**config.mk**
```make
export PLATFORM = sky130hd
export DESIGN_NAME = probe_packet_sequence_monitor
export DESIGN_NICKNAME = d
export VERILOG_FILES = /design/src/rtl/core/pspm_pkg.sv /design/src/rtl/core/probe_packet_sequence_monitor.sv /design/src/rtl/core/pspm_in_reg.sv /design/src/rtl/core/pspm_engine.sv
export SDC_FILE = /design/constraint.sdc
export NUM_CORES = 2
export LEC_CHECK = 0
export BUFFER_PORTS_ARGS = -buffer_cell sky130_fd_sc_hd__buf_2
export CAP_MARGIN = 20
export CELL_PAD_IN_SITES_DETAIL_PLACEMENT = 1
export CELL_PAD_IN_SITES_GLOBAL_PLACEMENT = 1
export CORE_MARGIN = 3
export CORE_UTILIZATION = 40
export DETAILED_ROUTE_END_ITERATION = 6
export PLACE_DENSITY_LB_ADDON = 0.1
export SKIP_LAST_GASP = 1
export SLEW_MARGIN = 0
export SYNTH_ARGS = -nofsm -noshare
export SYNTH_HDL_FRONTEND = slang
export SYNTH_SLANG_ARGS = --single-unit
```
**constraint.sdc**
```tcl
create_clock -name clk -period 21.1 [get_ports clk]
set_input_delay 4.22 -clock clk [delete_from_list [all_inputs] [get_ports clk]]
set_output_delay 4.22 -clock clk [all_outputs]
set_load 0.02 [all_outputs]
```
**src/rtl/core/pspm_pkg.sv**
```systemverilog
// Package with the constants and transfer types of the probe packet sequence monitor.
`default_nettype none
package pspm_pkg;

	localparam int unsigned MAX_PACKET_BYTES = 2048;
	localparam int unsigned HDR_BYTES        = 28;

	localparam logic [11:0] HDR_LEN       = 12'(HDR_BYTES);
	localparam logic [15:0] PAYLOAD_LIMIT = 16'(MAX_PACKET_BYTES - HDR_BYTES);
	localparam logic [31:0] MAGIC_WORD    = 32'h4F4E3344;
	localparam logic [15:0] PROTO_VERSION = 16'd1;

	localparam logic [1:0] KIND_PACKET = 2'd0;
	localparam logic [1:0] KIND_START  = 2'd1;
	localparam logic [1:0] KIND_STOP   = 2'd2;

	localparam logic [15:0] TYPE_HELLO = 16'd0;
	localparam logic [15:0] TYPE_ECHO  = 16'd2;
	localparam logic [15:0] TYPE_END   = 16'd4;

	localparam logic [1:0] REPLY_NONE   = 2'd0;
	localparam logic [1:0] REPLY_ECHO   = 2'd1;
	localparam logic [1:0] REPLY_REPORT = 2'd2;

	typedef struct packed {
		logic [1:0]  kind;
		logic [31:0] magic;
		logic [15:0] version;
		logic [15:0] packet_type;
		logic [31:0] run_id;
		logic [31:0] sequence_req;
		logic [63:0] send_stamp;
		logic [15:0] payload_bytes;
		logic [11:0] packet_length;
		logic [31:0] peer_addr;
		logic [15:0] peer_port;
	} item_t;

	typedef struct packed {
		logic [1:0]  reply_type;
		logic [31:0] reply_run_id;
		logic [31:0] reply_sequence;
		logic [63:0] reply_ticks;
		logic [31:0] rx_packets;
		logic [31:0] rx_bytes;
		logic [31:0] lost_count;
		logic [31:0] duplicate_count;
		logic [31:0] reorder_count;
		logic        is_running;
		logic        accepted;
	} result_t;

endpackage
`default_nettype wire

```
**src/rtl/core/probe_packet_sequence_monitor.sv**
```systemverilog
// Top level of the probe packet sequence monitor.
// The monitor takes one item per clock cycle while the result side does not stall, and
// returns one result for each item: the item is captured in an input register, and the
// header check, run filter and counter update are done combinationally against the state
// registers, whose new values are loaded together with the result register. The state
// registers update on every transfer, which sets the rate of one item per cycle; a stall on
// the result side holds both stages and is passed back to the input within the same cycle.
// Counters wrap as unsigned 32-bit values; state registers and valid flags clear on reset.
`default_nettype none
module probe_packet_sequence_monitor
	import pspm_pkg::*;
(
	input  wire logic        clk,
	input  wire logic        arst_n,
	input  wire logic        in_valid,
	output logic             in_stall,
	input  wire logic [1:0]  kind,
	input  wire logic [31:0] magic,
	input  wire logic [15:0] version,
	input  wire logic [15:0] packet_type,
	input  wire logic [31:0] run_id,
	input  wire logic [31:0] sequence_req,
	input  wire logic [63:0] send_stamp,
	input  wire logic [15:0] payload_bytes,
	input  wire logic [11:0] packet_length,
	input  wire logic [31:0] peer_addr,
	input  wire logic [15:0] peer_port,
	output logic             out_valid,
	input  wire logic        out_stall,
	output logic [1:0]       reply_type,
	output logic [31:0]      reply_run_id,
	output logic [31:0]      reply_sequence,
	output logic [63:0]      reply_ticks,
	output logic [31:0]      rx_packets,
	output logic [31:0]      rx_bytes,
	output logic [31:0]      lost_count,
	output logic [31:0]      duplicate_count,
	output logic [31:0]      reorder_count,
	output logic             is_running,
	output logic             accepted
);

	item_t   in_item;
	item_t   item_s1;
	logic    valid_s1;
	logic    advance;
	result_t res_s2;

	always_comb begin
		in_item.kind          = kind;
		in_item.magic         = magic;
		in_item.version       = version;
		in_item.packet_type   = packet_type;
		in_item.run_id        = run_id;
		in_item.sequence_req  = sequence_req;
		in_item.send_stamp    = send_stamp;
		in_item.payload_bytes = payload_bytes;
		in_item.packet_length = packet_length;
		in_item.peer_addr     = peer_addr;
		in_item.peer_port     = peer_port;
	end

	pspm_in_reg u_in_reg (
		.clk      (clk),
		.arst_n   (arst_n),
		.in_valid (in_valid),
		.in_stall (in_stall),
		.in_item  (in_item),
		.advance  (advance),
		.valid_s1 (valid_s1),
		.item_s1  (item_s1)
	);

	pspm_engine u_engine (
		.clk       (clk),
		.arst_n    (arst_n),
		.valid_s1  (valid_s1),
		.item_s1   (item_s1),
		.advance   (advance),
		.valid_s2  (out_valid),
		.res_s2    (res_s2),
		.out_stall (out_stall)
	);

	assign reply_type      = res_s2.reply_type;
	assign reply_run_id    = res_s2.reply_run_id;
	assign reply_sequence  = res_s2.reply_sequence;
	assign reply_ticks     = res_s2.reply_ticks;
	assign rx_packets      = res_s2.rx_packets;
	assign rx_bytes        = res_s2.rx_bytes;
	assign lost_count      = res_s2.lost_count;
	assign duplicate_count = res_s2.duplicate_count;
	assign reorder_count   = res_s2.reorder_count;
	assign is_running      = res_s2.is_running;
	assign accepted        = res_s2.accepted;

endmodule
`default_nettype wire

```
**src/rtl/core/pspm_in_reg.sv**
```systemverilog
// Input register stage that captures one item per transfer.
`default_nettype none
module pspm_in_reg
	import pspm_pkg::*;
(
	input  wire logic  clk,
	input  wire logic  arst_n,
	input  wire logic  in_valid,
	output logic       in_stall,
	input  wire item_t in_item,
	input  wire logic  advance,
	output logic       valid_s1,
	output item_t      item_s1
);

	logic load;

	assign load     = !valid_s1 || advance;
	assign in_stall = valid_s1 && !advance;

	always_ff @(posedge clk or negedge arst_n) begin
		if (!arst_n) begin
			valid_s1 <= 1'b0;
		end else if (load) begin
			valid_s1 <= in_valid;
		end
	end

	always_ff @(posedge clk) begin
		if (load && in_valid) begin
			item_s1 <= in_item;
		end
	end

endmodule
`default_nettype wire

```
**src/rtl/core/pspm_engine.sv**
```systemverilog
// Validation, run filter, sequence counters and the result register.
`default_nettype none
module pspm_engine
	import pspm_pkg::*;
(
	input  wire logic  clk,
	input  wire logic  arst_n,
	input  wire logic  valid_s1,
	input  wire item_t item_s1,
	output logic       advance,
	output logic       valid_s2,
	output result_t    res_s2,
	input  wire logic  out_stall
);

	typedef struct packed {
		logic        running;
		logic        pinned;
		logic [31:0] pinned_run;
		logic [31:0] pinned_addr;
		logic [15:0] pinned_port;
		logic [31:0] packet_counter;
		logic [31:0] byte_counter;
		logic [31:0] lost_counter;
		logic [31:0] duplicate_counter;
		logic [31:0] reorder_counter;
		logic [31:0] highest_sequence;
		logic        sequence_seen;
	} state_t;

	state_t  st_q;
	state_t  nxt;
	result_t res;
	logic    hdr_ok;
	logic    peer_match;
	logic    seq_gap;
	logic    seq_above;
	logic [1:0] reply;
	logic    acc;

	assign advance = !valid_s2 || !out_stall;

	always_comb begin
		hdr_ok = (item_s1.packet_length >= HDR_LEN)
			&& (item_s1.magic == MAGIC_WORD)
			&& (item_s1.version == PROTO_VERSION)
			&& (item_s1.payload_bytes == {4'd0, item_s1.packet_length - HDR_LEN})
			&& (item_s1.payload_bytes <= PAYLOAD_LIMIT);
		peer_match = st_q.pinned
			&& (item_s1.run_id == st_q.pinned_run)
			&& (item_s1.peer_addr == st_q.pinned_addr)
			&& (item_s1.peer_port == st_q.pinned_port);
		seq_gap = {1'b0, item_s1.sequence_req} > ({1'b0, st_q.highest_sequence} + 33'd1);
		seq_above = item_s1.sequence_req > st_q.highest_sequence;
		nxt   = st_q;
		reply = REPLY_NONE;
		acc   = 1'b0;
		case (item_s1.kind)
			KIND_START: begin
				nxt.running       = 1'b1;
				nxt.pinned        = 1'b0;
				nxt.sequence_seen = 1'b0;
			end
			KIND_STOP: begin
				nxt.running = 1'b0;
				nxt.pinned  = 1'b0;
			end
			KIND_PACKET: begin
				if (st_q.running && hdr_ok) begin
					if (item_s1.packet_type == TYPE_HELLO) begin
						nxt.packet_counter    = '0;
						nxt.byte_counter      = '0;
						nxt.lost_counter      = '0;
						nxt.duplicate_counter = '0;
						nxt.reorder_counter   = '0;
						nxt.highest_sequence  = '0;
						nxt.sequence_seen     = 1'b0;
						nxt.running           = 1'b1;
						nxt.pinned            = 1'b1;
						nxt.pinned_run        = item_s1.run_id;
						nxt.pinned_addr       = item_s1.peer_addr;
						nxt.pinned_port       = item_s1.peer_port;
						reply = REPLY_ECHO;
						acc   = 1'b1;
					end else if (peer_match) begin
						acc = 1'b1;
						if (item_s1.packet_type == TYPE_END) begin
							reply       = REPLY_REPORT;
							nxt.running = 1'b0;
						end else begin
							nxt.packet_counter = st_q.packet_counter + 32'd1;
							nxt.byte_counter   = st_q.byte_counter
								+ {20'd0, item_s1.packet_length};
							if (st_q.sequence_seen) begin
								if (seq_gap) begin
									nxt.lost_counter = st_q.lost_counter
										+ (item_s1.sequence_req - st_q.highest_sequence)
										- 32'd1;
								end else if (item_s1.sequence_req == st_q.highest_sequence) begin
									nxt.duplicate_counter = st_q.duplicate_counter + 32'd1;
								end else if (!seq_above) begin
									nxt.reorder_counter = st_q.reorder_counter + 32'd1;
								end
							end
							if (!st_q.sequence_seen || seq_above) begin
								nxt.highest_sequence = item_s1.sequence_req;
								nxt.sequence_seen    = 1'b1;
							end
							if (item_s1.packet_type == TYPE_ECHO) begin
								reply = REPLY_ECHO;
							end
						end
					end
				end
			end
			default: begin
				nxt = st_q;
			end
		endcase
		res.reply_type      = reply;
		res.reply_run_id    = (reply != REPLY_NONE) ? item_s1.run_id : '0;
		res.reply_sequence  = (reply != REPLY_NONE) ? item_s1.sequence_req : '0;
		res.reply_ticks     = (reply != REPLY_NONE) ? item_s1.send_stamp : '0;
		res.rx_packets      = nxt.packet_counter;
		res.rx_bytes        = nxt.byte_counter;
		res.lost_count      = nxt.lost_counter;
		res.duplicate_count = nxt.duplicate_counter;
		res.reorder_count   = nxt.reorder_counter;
		res.is_running      = nxt.running;
		res.accepted        = acc;
	end

	always_ff @(posedge clk or negedge arst_n) begin
		if (!arst_n) begin
			st_q     <= '0;
			valid_s2 <= 1'b0;
		end else if (advance) begin
			valid_s2 <= valid_s1;
			if (valid_s1) begin
				st_q <= nxt;
			end
		end
	end

	always_ff @(posedge clk) begin
		if (advance && valid_s1) begin
			res_s2 <= res;
		end
	end

endmodule
`default_nettype wire

```
======== Word-level counts from Yosys, hierarchy flattened ========
Cells that the tools add are included.
storage, ports and cells
  flip-flop bits (word level) ............. 839
  latch bits .............................. 0
  memory bits (writable) .................. 0
  bits in read-only memories .............. 0
  input port bits ......................... 274
  output and inout port bits .............. 294
  logic and storage cells ................. 124
  memories ................................ 0
operators by class
  add/sub/neg operators ................... 9
  multiply operators ...................... 0
  div/mod/pow operators ................... 0
  order comparisons ....................... 4
  eq/ne operators ......................... 17
  shift operators ......................... 0
  multiplexer cells ....................... 26
  bitwise gates (word level) .............. 0
  reduce and logical (&&, ||, !) cells .... 32
operators with widths
  operator                                                           number
  two-way mux 193 bit                                                3
  two-way mux 275 bit                                                1
  two-way mux 192 bit                                                1
  two-way mux 32 bit                                                 4
  adder 32 x 1 -> 32 bit (second input constant)                     3
  == test 32 bit                                                     3
  two-way mux 96 bit                                                 1
  two-way mux 81 bit                                                 1
  two-way mux 64 bit                                                 1
  adder 32 x 1 -> 33 bit (second input constant)                     1
  greater-than comparator 32 x 33 -> 1 bit                           1
  two-way mux 33 bit                                                 1
  adder 32 x 12 -> 32 bit                                            1
  adder 32 bit                                                       1
  == test 32 x 31 -> 1 bit (second input constant)                   1
  greater-than comparator 32 bit                                     1
  subtractor 32 x 1 -> 32 bit (second input constant)                1
  subtractor 32 bit                                                  1
  == test 16 x 1 -> 1 bit (second input constant)                    1
  == test 16 x 12 -> 1 bit                                           1
  == test 16 bit                                                     1
  == test 16 x 2 -> 1 bit (second input constant)                    1
  == test 16 x 3 -> 1 bit (second input constant)                    1
  less-or-equal comparator 16 x 11 -> 1 bit (second input constant)  1
  21 further kinds                                                   55

======== Logic depth before layout (Yosys ltp) ========
  word-level depth ........................ 10
  mapped depth ............................ 19
  depth with buffers taken out ............ 18

======== Modules after synthesis ========
A second synthesis with hierarchy kept.
second synthesis, totals
  cell total of the unflattened synthesis .. 3401
  area total of the unflattened synthesis .. 39937.1 um^2
modules (own cells, without submodules)
  module       instances  cells an instance  area each (um^2)  seq. area each (um^2)
  pspm_engine  1          3126               31771.7           15675.0
  pspm_in_reg  1          275                8165.3            8132.8

======== Worst setup path after synthesis ========
Ideal clock, no wire load.
  path kind ............................... input port to flip-flop
  from .................................... input port out_stall
  to ...................................... register u_engine.st_q[126] in the netlist's numbering
  arrival time ............................ 14.020 ns
  path slack .............................. 7.014 ns
  cell stages on the path ................. 7
  buffers on the path ..................... 1
  cells stage by stage .................... nand2_1 > nand2_1 > inv_1 > clkbuf_1 > nand3_1 > nand3b_1 > nand2_1
on the way
  longest elaborated chain between the ends .. 3
ends and longest elaborated chain
  item                                  RTL line                             RTL
  from (decl)                           probe_packet_sequence_monitor.sv:29  input wire logic out_stall,
  zero test 1 bit                       pspm_engine.sv:41                    assign advance = !valid_s2 || !out_stall;
  logical OR 1 bit                      pspm_engine.sv:41
  AND reduction 2 bit (no source line)  -
  to (signal assigned)                  pspm_engine.sv:140                   st_q <= nxt;
  to (decl)                             pspm_engine.sv:31                    state_t st_q;
No other way between the ends.
A chain may end at the register's enable or synchronous reset.

======== Worst setup path in the final report ========
  from .................................... input port out_stall
  to ...................................... output port in_stall
on the way
  longest elaborated chain between the ends .. 4
ends and longest elaborated chain
  item               RTL line                             RTL
  zero test 1 bit    pspm_engine.sv:41
  logical OR 1 bit   pspm_engine.sv:41
  zero test 1 bit    pspm_in_reg.sv:19                    assign in_stall = valid_s1 && !advance;
  logical AND 1 bit  pspm_in_reg.sv:19
  to (decl)          probe_packet_sequence_monitor.sv:16  output logic in_stall,
No other way between the ends.

==> results.py <==
metrics = {
    "clock_network": {
        "hold_buffers": 0,
        "cts_buffers": 95,
        "root_buffer": "clkbuf_16",
        "cts_resized": 0,
        "clk_pin_slew_ns": 0.06,
        "postCtsSetupBuffers": 0,
        "clock-sinks": 839,
        "cts.path.max_buffers": 3,
        "cts.htree.levels": 3,
        "clock_latency_ns": 0.68,
        "cts_tree": "yes",
    },
    "cells_and_area": {
        "regArea_um2": 23810,
        "layout-drive-gt1-share_pct": 21.80,
        "syn_to_final_growth_pct": 19.02,
        "final_area_um2": 47270,
        "multi_input_area_um2": 14640,
        "n_fill_cell": 10500,
        "finish.utilization_pct": 48.45,
        "final_net_count": 4384,
    },
    "die": {
        "die_w_um": 321.1,
        "dieArea_um2": 103100,
        "boundaryPins": 568,
        "start_util_pct": 40.71,
        "die_height_um": 321.1,
        "row_count": 114,
        "core_area_um2": 97560,
    },
    "critical_path": {
        "crit_type": "in2out",
        "start_kind": "input pin",
        "cp.required_ns": 16.88,
        "crit_fanout": 3,
        "arrival_ns": 4.64,
        "end_kind": "primary output",
    },
    "worst_hold_path": {
        "hold_class": "reg2reg",
    },
    "sta": {
        "rsz0062_at_grt": "no",
        "finalSetupTns_ns": 0,
        "relSlewSlack_pct": 28.50,
        "setup_viol": 0,
        "maxSlewViolCount": 0,
        "clock-skew-final_ns": 0.02243,
        "min_period_ns": 8.863,
        "hold_violations": 0,
        "fmax_mhz": 112.8,
        "worstMarginPinSlew_ns": 1.058,
        "period_share_pct": 42.01,
    },
    "synthesis": {
        "yosysMostFrequentCell": "edfxtp_1",
        "synthTopCellsByCount": "edfxtp_1, o21ai_0, nand2_1",
        "yosys.area.top_type": "edfxtp_1",
        "synth_cell_types": 76,
        "avgSynthCellArea_um2": 11.66,
        "synthArstFlopShare_pct": 33.02,
        "yosys_warnings": 0,
        "synth_edf_count": 562,
        "synth-seq-cells": 839,
        "netlist_area_um2": 39720,
        "ys_seq_area_share_pct": 59.95,
        "synth_area_leaders": "edfxtp_1, dfrtp_1, o21ai_0, ha_1, nand2_1",
        "netlist_instances": 3406,
        "synthFlopType": "edfxtp_1",
        "synth_top_cell_area_share_pct": 42.49,
        "synth_fp_nets": 3827,
    },
    "route": {
        "drt_iter0_markers": 1846,
        "antenna_left": 0,
        "wl_um": 117900,
        "vias": 28860,
        "wl_per_cell_um": 22.09,
        "dr.pass1.iters": 7,
        "drc": 0,
        "via_per_inst": 5.407,
    },
    "global_routing": {
        "grt_max_degree": 118,
        "antenna_found_initial": 30,
        "grt_pass1_wl_um": 180500,
        "gr-total-overflow": 0,
        "grt_usage_pct": 22.65,
        "grt_pass1_vias": 29940,
    },
    "power_and_ir_drop": {
        "powerDensity_nw_per_um2": 81.86,
        "total_power_uw": 3869,
        "max-vdd-ir-drop_mv": 0.07075,
        "p_leak_uw": 0.01926,
    },
    "place": {
        "postPlaceCellArea_um2": 43960,
        "place_congestion": 0.8275,
        "place_hpwl_um": 84050,
        "port_buffers": 567,
    },
    "run": {
        "maxCapViolations": 0,
    },
    "run_status": {
        "status": "finished, final reports clean",
    },
}
[sequential cells by signal (all words and copies together), names as in the netlist]
register / count
u_in_reg.item_s1: 270
u_engine.res_s2: 292
u_engine.st_q: 275
u_engine.valid_s2: 1
u_in_reg.valid_s1: 1
[through the flow]
stage | setup WS [ns] | std cells | hold slack (ns)
after global placement | 12.24 | 5139 | 0.4630
after global routing | 12.16 | 5325 | 0.5130
final | 12.24 | 5338 | 0.4836
after detailed placement | 12.24 | 5139 | 0.4709
after CTS | 12.23 | 5318 | 0.4833
after floorplan | 7.014 | 3406 | 0.4498
[cell type report]
class,instances,area share (%)
antenna,17,0.08999
clock buffer,129,5.532
clock inverter,50,1.226
inverter,205,1.644
multi-input combinational,2213,30.96
sequential,839,50.37
tap,1276,3.377
timing repair buffer,609,6.803
[per-layer routing]
layer	global-route usage, %	routed length [um]	vias to the layer above
met5	0	191	-
met4	5.881	2706	28
met3	5.600	7301	168
met2	37.48	56340	703
met1	29.90	51370	14380
li1	-	-	13590
[cell families (layout without fill, tap and decap cells)]
| logic type | count (synthesis) | in the layout | share of synthesized area, % |
|---|---|---|---|
| DFF | 839 | 839 | 59.95 |
| AOI/OAI and AO/OA | 829 | 829 | 12.42 |
| buffers and inverters | 354 | 993 | 3.399 |
| xor gates and xnor gates | 125 | 125 | 2.757 |
| and+or+nand+nor | 1018 | 1018 | 13.61 |
| adders and majority gates | 147 | 147 | 5.255 |
| other | 0 | 17 | 0 |
| muxes | 94 | 94 | 2.612 |
[final timing paths]
check | endpoint | cells past startpoint | slack [ns] | startpoint
setup / recovery | in_stall | 4 | 12.24 | out_stall
hold / removal | u_engine.st_q[123] | 2 | 0.48 | u_engine.st_q[123]
setup reg to reg | u_engine.res_s2[57] | 17 | 13.87 | u_engine.st_q[3]
hold reg to reg | u_engine.st_q[123] | 2 | 0.48 | u_engine.st_q[123]
max in group asynchronous | u_engine.st_q[211] | 3 | 15.63 | arst_n
min in group asynchronous | u_engine.st_q[127] | 1 | 3.59 | arst_n
[cells in the final DEF (no fill, tap or decap), drive strengths merged, types with 114 or more instances in the layout]
cell type  count
clkbuf       129
edfxtp       562
a21oi        136
nand2        320
inv          210
and2         160
nor2         115
o21ai        410
ha           114
dfrtp        277
buf          609
[worst max-delay path, cell delays in order]
cell and delay, ns:
buf_2 0.09, nand3_1 0.11, inv_1 0.07, buf_2 0.15
[power breakdown]
part	total (uW)	switching, uW	internal, uW
combinational	301	205	96.1
sequential	1880	38.7	1840
clock	1690	701	987
Note: power is estimated with default switching activity, not from simulation.
